===== config.mk =====
export PLATFORM = sky130hd
export DESIGN_NAME = deq_ctrl
export DESIGN_NICKNAME = d
export VERILOG_FILES = /design/src/sv/deq_pkg.sv /design/src/sv/deq_ctrl.sv
export SDC_FILE = /design/constraint.sdc
export NUM_CORES = 1
export LEC_CHECK = 0
export ABC_AREA = 1
export BUFFER_PORTS_ARGS = -buffer_cell sky130_fd_sc_hd__buf_2
export CAP_MARGIN = 20
export CORE_UTILIZATION = 30
export CTS_CLUSTER_SIZE = 25
export DETAILED_ROUTE_END_ITERATION = 16
export HOLD_SLACK_MARGIN = 0.05
export PLACE_DENSITY_LB_ADDON = 0.05
export RECOVER_POWER = 50
export SYNTH_ARGS = -nofsm -noshare
export SYNTH_HDL_FRONTEND = slang
export SYNTH_SLANG_ARGS = --single-unit

===== constraint.sdc =====
create_clock -name clk -period 3.55 [get_ports clk]
set_clock_uncertainty 0.1 [all_clocks]
set_input_delay 0.1775 -clock clk [delete_from_list [all_inputs] [get_ports clk]]
set_output_delay 0.1775 -clock clk [all_outputs]
set_load 0.01 [all_outputs]

===== src/sv/deq_pkg.sv =====
// ----------------------------------------------------------------------------
// deq_pkg
// Shared types, opcodes and status codes of the double-ended queue.
// ----------------------------------------------------------------------------
package deq_pkg;

	localparam int DEPTH_DEF = 256;
	localparam int OPC_W     = 3;
	localparam int WORD_W    = 64;
	localparam int STAT_W    = 2;
	localparam int POS_W     = 8;
	localparam int OCC_W     = 9;

	typedef logic [OPC_W-1:0]  opc_t;
	typedef logic [WORD_W-1:0] word_t;
	typedef logic [STAT_W-1:0] stat_t;
	typedef logic [POS_W-1:0]  pos_t;
	typedef logic [OCC_W-1:0]  occ_t;

	localparam opc_t OP_PUSH_FRONT = 3'd0;
	localparam opc_t OP_PUSH_BACK  = 3'd1;
	localparam opc_t OP_POP_FRONT  = 3'd2;
	localparam opc_t OP_POP_BACK   = 3'd3;
	localparam opc_t OP_SEARCH     = 3'd4;

	localparam stat_t ST_OK        = 2'd0;
	localparam stat_t ST_FULL      = 2'd1;
	localparam stat_t ST_EMPTY     = 2'd2;
	localparam stat_t ST_NOT_FOUND = 2'd3;

	typedef enum logic [1:0] {
		S_IDLE,
		S_POP,
		S_SCAN,
		S_RESULT
	} state_t;

	typedef struct packed {
		stat_t status;
		word_t data;
		pos_t  position;
		occ_t  occupancy;
	} res_t;

endpackage


===== src/sv/deq_ctrl.sv =====
// ----------------------------------------------------------------------------
// deq_ctrl
// Front index, entry count and sequencer: pushes, pops and the search scan
// over the word store.
// ----------------------------------------------------------------------------
module deq_ctrl #(
	parameter int DEPTH = deq_pkg::DEPTH_DEF,
	localparam int AW = (DEPTH > 1) ? $clog2(DEPTH) : 1,
	localparam int CW = $clog2(DEPTH + 1),
	localparam int SW = AW + 1
) (
	input  logic                 clk,
	input  logic                 arst_n,
	input  logic                 item_valid,
	output logic                 item_ready,
	input  deq_pkg::opc_t        opcode,
	input  deq_pkg::word_t       data_in,
	output logic                 res_valid,
	input  logic                 res_ready,
	output deq_pkg::res_t        res,
	output logic                 wr_en,
	output logic [AW-1:0]        wr_addr,
	output deq_pkg::word_t       wr_data,
	output logic                 rd_en,
	output logic [AW-1:0]        rd_addr,
	input  deq_pkg::word_t       rd_data
);

	deq_pkg::state_t state_q, state_d;
	logic [AW-1:0]   front_q, front_d;
	logic [CW-1:0]   count_q, count_d;
	logic [CW-1:0]   iss_q;
	logic            chk_vld_s1;
	logic [CW-1:0]   chk_off_s1;
	deq_pkg::word_t  key_q;
	deq_pkg::res_t   res_q, acc_res;

	logic acc, full, empty, hit, scan_done, issue;
	logic [AW-1:0] front_dec, front_inc;

	// ring slot at an offset from the front; the sum stays below twice DEPTH
	function automatic logic [AW-1:0] slot(input logic [AW-1:0] base, input logic [CW-1:0] off);
		logic [SW-1:0] sum;
		sum = SW'(base) + SW'(off);
		if (sum >= SW'(DEPTH)) begin
			sum = sum - SW'(DEPTH);
		end
		return AW'(sum);
	endfunction

	assign acc       = item_valid && item_ready;
	assign full      = (count_q == CW'(DEPTH));
	assign empty     = (count_q == '0);
	assign front_dec = (front_q == '0) ? AW'(DEPTH - 1) : front_q - AW'(1);
	assign front_inc = (front_q == AW'(DEPTH - 1)) ? '0 : front_q + AW'(1);
	assign hit       = (rd_data == key_q);
	// stop once a compare hits, or every held word has been compared
	assign scan_done = (chk_vld_s1 && hit) || (!chk_vld_s1 && (iss_q == count_q));
	assign issue     = (state_q == deq_pkg::S_SCAN) && (iss_q != count_q) && !scan_done;
	assign res       = res_q;

	// result and pointer updates for the item being transferred in
	always_comb begin
		front_d           = front_q;
		count_d           = count_q;
		acc_res.status    = deq_pkg::ST_OK;
		acc_res.data      = '0;
		acc_res.position  = '0;
		acc_res.occupancy = deq_pkg::occ_t'(count_q);
		unique case (opcode) inside
			deq_pkg::OP_PUSH_FRONT, deq_pkg::OP_PUSH_BACK: begin
				if (full) begin
					acc_res.status = deq_pkg::ST_FULL;
				end else begin
					if (opcode == deq_pkg::OP_PUSH_FRONT) begin
						front_d = front_dec;
					end
					count_d           = count_q + CW'(1);
					acc_res.occupancy = deq_pkg::occ_t'(count_d);
				end
			end
			deq_pkg::OP_POP_FRONT, deq_pkg::OP_POP_BACK: begin
				if (empty) begin
					acc_res.status = deq_pkg::ST_EMPTY;
				end else begin
					if (opcode == deq_pkg::OP_POP_FRONT) begin
						front_d = front_inc;
					end
					count_d           = count_q - CW'(1);
					acc_res.occupancy = deq_pkg::occ_t'(count_d);
				end
			end
			deq_pkg::OP_SEARCH: begin
				acc_res.status = deq_pkg::ST_NOT_FOUND;
			end
			default: begin
			end
		endcase
	end

	// next state
	always_comb begin
		state_d = state_q;
		unique case (state_q)
			deq_pkg::S_IDLE: begin
				if (item_valid) begin
					unique case (opcode) inside
						deq_pkg::OP_POP_FRONT, deq_pkg::OP_POP_BACK:
							state_d = empty ? deq_pkg::S_RESULT : deq_pkg::S_POP;
						deq_pkg::OP_SEARCH:
							state_d = empty ? deq_pkg::S_RESULT : deq_pkg::S_SCAN;
						default:
							state_d = deq_pkg::S_RESULT;
					endcase
				end
			end
			deq_pkg::S_POP: state_d = deq_pkg::S_RESULT;
			deq_pkg::S_SCAN: begin
				if (scan_done) begin
					state_d = deq_pkg::S_RESULT;
				end
			end
			deq_pkg::S_RESULT: begin
				if (res_ready) begin
					state_d = deq_pkg::S_IDLE;
				end
			end
			default: state_d = deq_pkg::S_IDLE;
		endcase
	end

	// outputs and store accesses
	always_comb begin
		item_ready = (state_q == deq_pkg::S_IDLE);
		res_valid  = (state_q == deq_pkg::S_RESULT);
		wr_en      = acc && !full &&
			((opcode == deq_pkg::OP_PUSH_FRONT) || (opcode == deq_pkg::OP_PUSH_BACK));
		wr_addr    = (opcode == deq_pkg::OP_PUSH_FRONT) ? front_dec : slot(front_q, count_q);
		wr_data    = data_in;
		rd_en      = 1'b0;
		rd_addr    = slot(front_q, iss_q);
		if (state_q == deq_pkg::S_SCAN) begin
			rd_en = issue;
		end else if (acc && !empty) begin
			rd_en   = (opcode == deq_pkg::OP_POP_FRONT) || (opcode == deq_pkg::OP_POP_BACK);
			rd_addr = (opcode == deq_pkg::OP_POP_FRONT) ? front_q :
				slot(front_q, count_q - CW'(1));
		end
	end

	always_ff @(posedge clk or negedge arst_n) begin
		if (!arst_n) begin
			state_q    <= deq_pkg::S_IDLE;
			front_q    <= '0;
			count_q    <= '0;
			iss_q      <= '0;
			chk_vld_s1 <= 1'b0;
		end else begin
			state_q    <= state_d;
			chk_vld_s1 <= issue;
			if (acc) begin
				front_q <= front_d;
				count_q <= count_d;
				iss_q   <= '0;
			end else if (issue) begin
				iss_q <= iss_q + CW'(1);
			end
		end
	end

	always_ff @(posedge clk) begin
		chk_off_s1 <= iss_q;
		if (acc) begin
			key_q <= data_in;
			res_q <= acc_res;
		end else if (state_q == deq_pkg::S_POP) begin
			res_q.data <= rd_data;
		end else if ((state_q == deq_pkg::S_SCAN) && chk_vld_s1 && hit) begin
			res_q.status   <= deq_pkg::ST_OK;
			res_q.position <= deq_pkg::pos_t'(chk_off_s1);
		end
	end

endmodule


==> flow_summary_export.csv, run 1 <==
group,metric,value,unit
global_routing,gr-total-overflow,0,
synthesis,synth_edf_count,75,
global_routing,grtUsageTotal,0.2054,
clocking,cts_tree,"built",
finish,final_nets,1936,
synthesis,syn_area,0.01067,mm2
routing,drtIter0Drc,567,
global_routing,antenna_found_initial,0,
setup_path,worst_ep_arrival_time,3.05,ns
clocking,clockBufferDepth,2,
global_routing,met2_usage,0.3199,
setup_path,cp_max_fo,7,
timing,relSlewSlack,-0.3106,
placed_design,preCtsSetupSlack,0.5465,ns
power_and_ir_drop,ir_drop,0.3475,mV
global_routing,use_met3,0.04159,
global_routing,grt_pass1_wl,55.51,mm
global_routing,grt_start_max_net_pins,93,
finish,drive_gt1_frac,0.1142,
timing,timing.final.ws_setup,0.2239,ns
finish,finalInstanceArea,0.01376,mm2
synthesis,ys_seq_area_frac,0.4292,
die,die_x,190.6,um
clocking,clk_pin_slew,0.08,ns
timing,setup_viol,0,
timing,maxSlewViolCount,30,
status,status,"finished, violations left",
synthesis,async_reset_ff_frac,0.1576,
min_path,worstHoldPathType,"input pin to register",
timing,rsz0062_at_grt,"no",
die,initial_utilization,0.3066,
power_and_ir_drop,power_density,770.5,mW/mm2
routing,wl,36.97,mm
finish,seq_area,0.004582,mm2
setup_path,critical_path_class,"register to primary output",
synthesis,postSynthCellCount,1415,
synthesis,ys_seq_elements,184,
die,die_y,190.6,um
routing,routed_via_density,4.514,
synthesis,synth_ff_type,"dfxtp_1",
global_routing,grt.busiest_layer,"met2",
routing,dr.pass1.iters,5,
synthesis,ys_warn_count,0,
finish,n_antenna_cell,0,
routing,ant_nets,0,
setup_path,startpoint_type,"register",
routing,drc,0,
clocking,clockRootBuffer,"clkbuf_16",
timing,tns,0,ns
timing,tightestPinTransition,1.966,ns
placed_design,io_buffers,301,
power_and_ir_drop,p_leak,6.506,nW
placed_design,dp_hpwl,27.18,mm
global_routing,grt_use_met1,0.2878,
global_routing,grt_pass1_vias,9645,
routing,vias,10080,
timing,finalHoldViolations,0,
setup_path,endpoint_kind,"primary output",
finish,fin_util,0.3955,
setup_path,cp.required,3.27,ns
die,ioPinCount,302,
finish,multi_input_area,0.004691,mm2
setup_path,reg2reg_slack,1.05,ns
timing,fin_crit_sh,0.9369,
placed_design,place.gp.congestion,0.8405,
synthesis,avgSynthCellArea,7.541,um2
routing,routedWlPerCell,16.56,um
finish,fillCellCount,3723,
finish,syn_to_final_growth,28.99,%
clocking,htreeDepth,4,
job,drv_cap,1,
timing,fmax,300.7,MHz
status,violations,"max-capacitance violations, max-slew violations",
timing,min_period,3.326,ns
clocking,numCtsBuffers,17,
die,fp.dieArea,0.03633,mm2
synthesis,syn_nets,1586,
die,std_cell_rows,68,
synthesis,yosysUniqueCellTypes,48,
clocking,cts_sinks,184,
placed_design,placed_area,0.01210,mm2
die,core-area,0.03480,mm2
clocking,clk_latency,0.46,ns
[timing repair]
action	in CTS	in global routing
hold buffers	130	0
setup buffers	0	1
resized for setup	0	5
endpoints found under the setup margin	0	1
endpoints found under the hold margin	159	0
[metal layers]
metal / vias up / part of all wire
li1: 5170 / -
met1: 4612 / 0.49
met2: 273 / 0.44
met3: 24 / 0.055
met4: 0 / 0.012
met5: - / 0
[final timing paths]
kind,endpoint,startpoint,cells after the start
max,rd_addr[7],count_q[0],16
min,res[13],item_valid,4
max reg2reg,iss_q[3],state_q[0],8
min reg2reg,res[14],chk_off_s1[5],2
max in group asynchronous,count_q[1],arst_n,2
min in group asynchronous,iss_q[5],arst_n,2
[stage by stage]
step           hold slack (ns)  cells  power [mW]
2_1_floorplan          -0.2181   1415       6.814
3_3_place_gp            0.2182   2070       8.679
3_5_place_dp            0.2146   2070       8.650
4_1_cts                0.05414   2232       10.80
5_1_grt                0.09049   2233       11.52
6_report               0.08323   2233       10.60
[flip-flops by register name (all words and copies together), names as in the netlist]
signal	flops
iss_q	9
chk_vld_s1	1
chk_off_s1	8
key_q	64
res	83
count_q	9
front_q	8
state_q	2
[critical path: stages (launching register included)]
cell	delay [ns]
dfrtp_2	0.47
inv_2	0.11
ha_1	0.20
nand3_2	0.13
nor3_1	0.19
xor2_1	0.30
ha_1	0.33
nand2_1	0.07
inv_1	0.05
nand2_1	0.06
nand3_1	0.09
nand3b_1	0.19
nand3_1	0.08
nand2_1	0.06
nand3_1	0.08
nand2_1	0.06
buf_2	0.13
[cell families after synthesis]
logic type,after synthesis,synth area share
buffers and inverters,292,0.1331
AND/OR/NAND/NOR,622,0.2416
flip-flops,184,0.4292
AO/OA/AOI/OAI,238,0.1163
multiplexers,1,0.001055
XOR/XNOR,42,0.03447
adder cells (fa/ha/maj),36,0.04433
[power by group]
group,internal (mW),switching [mW]
registers,2.97,0.599
clock network,0.993,0.974
logic,1.81,3.25
[placed cells by master (no fill, tap or decap), types with 7 or more instances in the layout]
cell,n
inv_6,8
buf_2,117
nor3_1,7
clkbuf_16,18
nand2_1,374
nand2_2,7
edfxtp_1,75
nand3_1,48
nand4_1,9
a21oi_1,95
xor2_1,31
inv_1,168
dfrtp_1,27
clkbuf_1,184
dlygate4sd3_1,130
dfxtp_1,80
nor2_1,151
o21ai_0,115
xnor2_1,11
o21ai_1,11
inv_2,15
ha_1,32
[area by class of cell]
| cell class | instances | share of cell area |
|---|---|---|
| clock inverters | 13 | 0.008727 |
| multi-input cells | 939 | 0.3408 |
| repair buffers | 436 | 0.1909 |
| clock buffers | 19 | 0.03373 |
| well taps | 455 | 0.04136 |
| flip-flops and latches | 184 | 0.3329 |
| inverters | 187 | 0.05155 |
[synth_stat cells (all sizes together) (2+ instances only)]
cell | count | area share
nand2 | 382 | 0.14
nand4 | 10 | 0.0073
nand3 | 50 | 0.024
ha | 33 | 0.039
nand3b | 2 | 0.0014
dfxtp | 80 | 0.15
o211ai | 5 | 0.0035
and2 | 3 | 0.0018
a31oi | 3 | 0.0018
o22ai | 2 | 0.0018
a21oi | 95 | 0.045
inv | 186 | 0.066
edfxtp | 75 | 0.21
nor4 | 3 | 0.0023
xor2 | 31 | 0.025
buf | 79 | 0.056
clkbuf | 26 | 0.011
xnor2 | 11 | 0.0090
nor3 | 12 | 0.0080
o221ai | 3 | 0.0025
o21ai | 128 | 0.061
nor2 | 156 | 0.058
fa | 3 | 0.0056
dfrtp | 29 | 0.068
or2 | 2 | 0.0012
Note: power is estimated with default switching activity, not from simulation.
==> inputs of run 2 (changes only) <==
- ABC_AREA: 1 -> not set
==> flow_summary_export.csv, run 2 <==
group,metric,value,unit
setup_path,reg2reg_slack,0.71,ns
job,drv_cap,1,
timing,tightestPinTransition,1.909,ns
power_and_ir_drop,p_int,5.931,mW
timing,fmax,295.9,MHz
synthesis,synth_top_area_share,0.2324,
placed_design,io_buffers,301,
timing,maxSlewViolCount,30,
synthesis,synth_common_cells,"nor2_1, xnor2_1, dfxtp_1",
power_and_ir_drop,switching_power,4.144,mW
timing,timing.final.ws_setup,0.1707,ns
synthesis,ys_seq_elements,184,
clocking,clk_latency,0.45,ns
timing,hold_ws,0.1163,ns
min_path,worstHoldPathType,"input pin to register",
die,die_y,181.7,um
setup_path,path_cells,"inv_2, ha_4, nor3b_4, buf_12, nand2_1, xnor2_2, ha_2, nor2_1, nor2_1, o41ai_2, xnor2_1, o22ai_1, xor2_1, buf_2",
die,initial_utilization,0.3063,
clocking,numCtsBuffers,17,
setup_path,cp_top_family,"adder cells",
finish,final_nets,1460,
global_routing,grtUsageTotal,0.1764,
clocking,clockBufferDepth,2,
finish,drive_gt1_frac,0.1628,
setup_path,critical_path_class,"register to primary output",
synthesis,postSynthCellCount,926,
finish,fin_util,0.4093,
setup_path,cp.required,3.27,ns
status,violations,"max-capacitance violations, max-slew violations",
setup_path,cp.buffers_inverters,3,
setup_path,cp_max_fo,6,
routing,ant_nets,0,
power_and_ir_drop,ir_drop,0.3579,mV
synthesis,yosysUniqueCellTypes,68,
routing,drc,0,
timing,finalHoldViolations,0,
finish,syn_to_final_growth,33.60,%
power_and_ir_drop,p_leak,5.081,nW
global_routing,grt_pass1_vias,7737,
clocking,cts_sinks,184,
synthesis,ys_warn_count,0,
die,ioPinCount,302,
placed_design,preCtsSetupSlack,0.3574,ns
routing,routed_via_density,4.585,
setup_path,cp_slowest_cell,"dfrtp_2",
synthesis,syn_nets,1097,
power_and_ir_drop,pwr-share-comb,0.467,
die,std_cell_rows,65,
timing,tns,0,ns
setup_path,startpoint_type,"register",
finish,mostFrequentLayoutCells,"clkbuf_1, dlygate4sd3_1, buf_2, nor2_1, xnor2_1",
timing,rsz0062_at_grt,"no",
timing,fin_crit_sh,0.9519,
finish,n_antenna_cell,0,
power_and_ir_drop,power_density,778.0,mW/mm2
routing,drtIter0Drc,319,
timing,setup_viol,0,
routing,dr.pass1.iters,5,
setup_path,crit_top_cell,"nor2_1",
setup_path,endpoint_kind,"primary output",
global_routing,gr-total-overflow,0,
synthesis,synth_edf_count,75,
global_routing,grt_pass1_wl,44.12,mm
placed_design,dp_hpwl,21.10,mm
clocking,cts_tree,"built",
synthesis,yosysTopAreaCell,"edfxtp_1",
finish,largest_reg_flops,83,
status,status,"finished, violations left",
synthesis,avgSynthCellArea,10.47,um2
routing,vias,7812,
clocking,clk_pin_slew,0.07,ns
setup_path,worst_ep_arrival_time,3.10,ns
routing,routedWlPerCell,17.02,um
synthesis,async_reset_ff_frac,0.1576,
setup_path,critPathLaunch,"count_q[0]",
placed_design,place.gp.congestion,0.8067,
global_routing,grt_start_max_net_pins,60,
timing,relSlewSlack,-0.2730,
global_routing,antenna_found_initial,0,
die,fp.dieArea,0.03303,mm2
routing,wl,29.00,mm
die,core-area,0.03164,mm2
synthesis,syn_area,0.009692,mm2
synthesis,synth_area_leaders,"edfxtp_1, dfxtp_1, mux2i_1, dfrtp_1, xnor2_1",
synthesis,synth.most_common_cell,"nor2_1",
setup_path,slowest_delay,0.47,ns
die,die_x,181.7,um
synthesis,synth_ff_type,"dfxtp_1",
finish,final_common_cell,"clkbuf_1",
clocking,htreeDepth,4,
power_and_ir_drop,clkPwrFrac,0.193,
synthesis,ys_seq_area_frac,0.4725,
min_path,worstHoldStart,"res_ready",
clocking,clockRootBuffer,"clkbuf_16",
setup_path,r2r-start,"key_q[52]",
power_and_ir_drop,switching_share,0.4113,
power_and_ir_drop,seqPwrFrac,0.340,
timing,min_period,3.379,ns
run 2: cell types whose count changed in the layout (fill, tap and decap cells not counted), moves of 66 or more:
| cell | before | now |
|---|---|---|
| nand2_1 | 374 | 47 |
| xnor2_1 | 11 | 81 |
| o21ai_0 | 115 | 31 |
| mux2i_1 | 0 | 77 |
| a21oi_1 | 95 | 29 |
| inv_1 | 168 | 23 |
run 2: metrics by stage:
stage                     std cells  power [mW]  instance area, um2
final                          1704       10.07               12950
after detailed placement       1542       8.116               11230
after global placement         1542       8.122               11230
after global routing           1704       10.82               12950
after CTS                      1704       10.28               13150
after floorplan                 926       6.488                9693
run 2: path summary, 6_finish.rpt:
kind	to	cells after the start
worst min-delay path	state_q[0]	3
worst max-delay path	rd_addr[7]	14
worst max register to register	state_q[1]	7
min in group asynchronous	front_q[6]	2
worst min register to register	res[15]	2
max in group asynchronous	count_q[0]	2
run 2: worst reg2reg max path: cells and delay by family, from the launching register on:
| family | cells | cell delay (ns) |
|---|---|---|
| muxes | 1 | 0.34 |
| DFF | 1 | 0.39 |
| xor gates and xnor gates | 1 | 0.17 |
| and+or+nand+nor | 3 | 1.02 |
| AOI/OAI and AO/OA | 2 | 0.70 |
run 2: layer usage:
metal	routed length (um)	part of all wire	up-vias	track usage
met1	12430	0.43	3660	0.2087
li1	-	-	3906	-
met2	14480	0.50	223	0.3118
met4	473	0.016	0	0.05017
met3	1613	0.056	23	0.04713
met5	0	0	-	0
run 2: cells by family (layout without fill, tap and decap cells):
family | after synthesis | in the layout | share of synthesized area
mux | 88 | 88 | 0.09231
flops | 184 | 184 | 0.4725
fa+ha+maj | 36 | 36 | 0.04880
simple gates | 259 | 259 | 0.1317
compound gates | 126 | 126 | 0.08495
xor+xnor | 100 | 100 | 0.09037
buf+inv | 133 | 509 | 0.07940
run 2: timing repair:
| item | CTS | global route |
|---|---|---|
| hold buffers | 129 | 0 |
| resized for setup | 3 | 8 |
| endpoints found under the setup margin | 1 | 2 |
| setup buffers | 1 | 0 |
| endpoints found under the hold margin | 157 | 0 |
run 2: final cells by class:
class / instances / area [um2]
repair buffers: 450 / 2770
clock buffers: 18 / 429.2
clock inverters: 14 / 160.2
fillers: 3179 / 18690
inverters: 27 / 106.4
flip-flops and latches: 184 / 4582
well taps: 402 / 503.0
multi-input cells: 609 / 4398
run 2: power groups by stage:
stage	combinational [mW]	sequential, mW	clock, mW
final	4.70	3.42	1.95
after CTS	4.85	3.41	2.02
after global placement	4.67	3.45	0
after detailed placement	4.67	3.45	0
after floorplan	3.06	3.43	0
after global routing	5.21	3.52	2.10
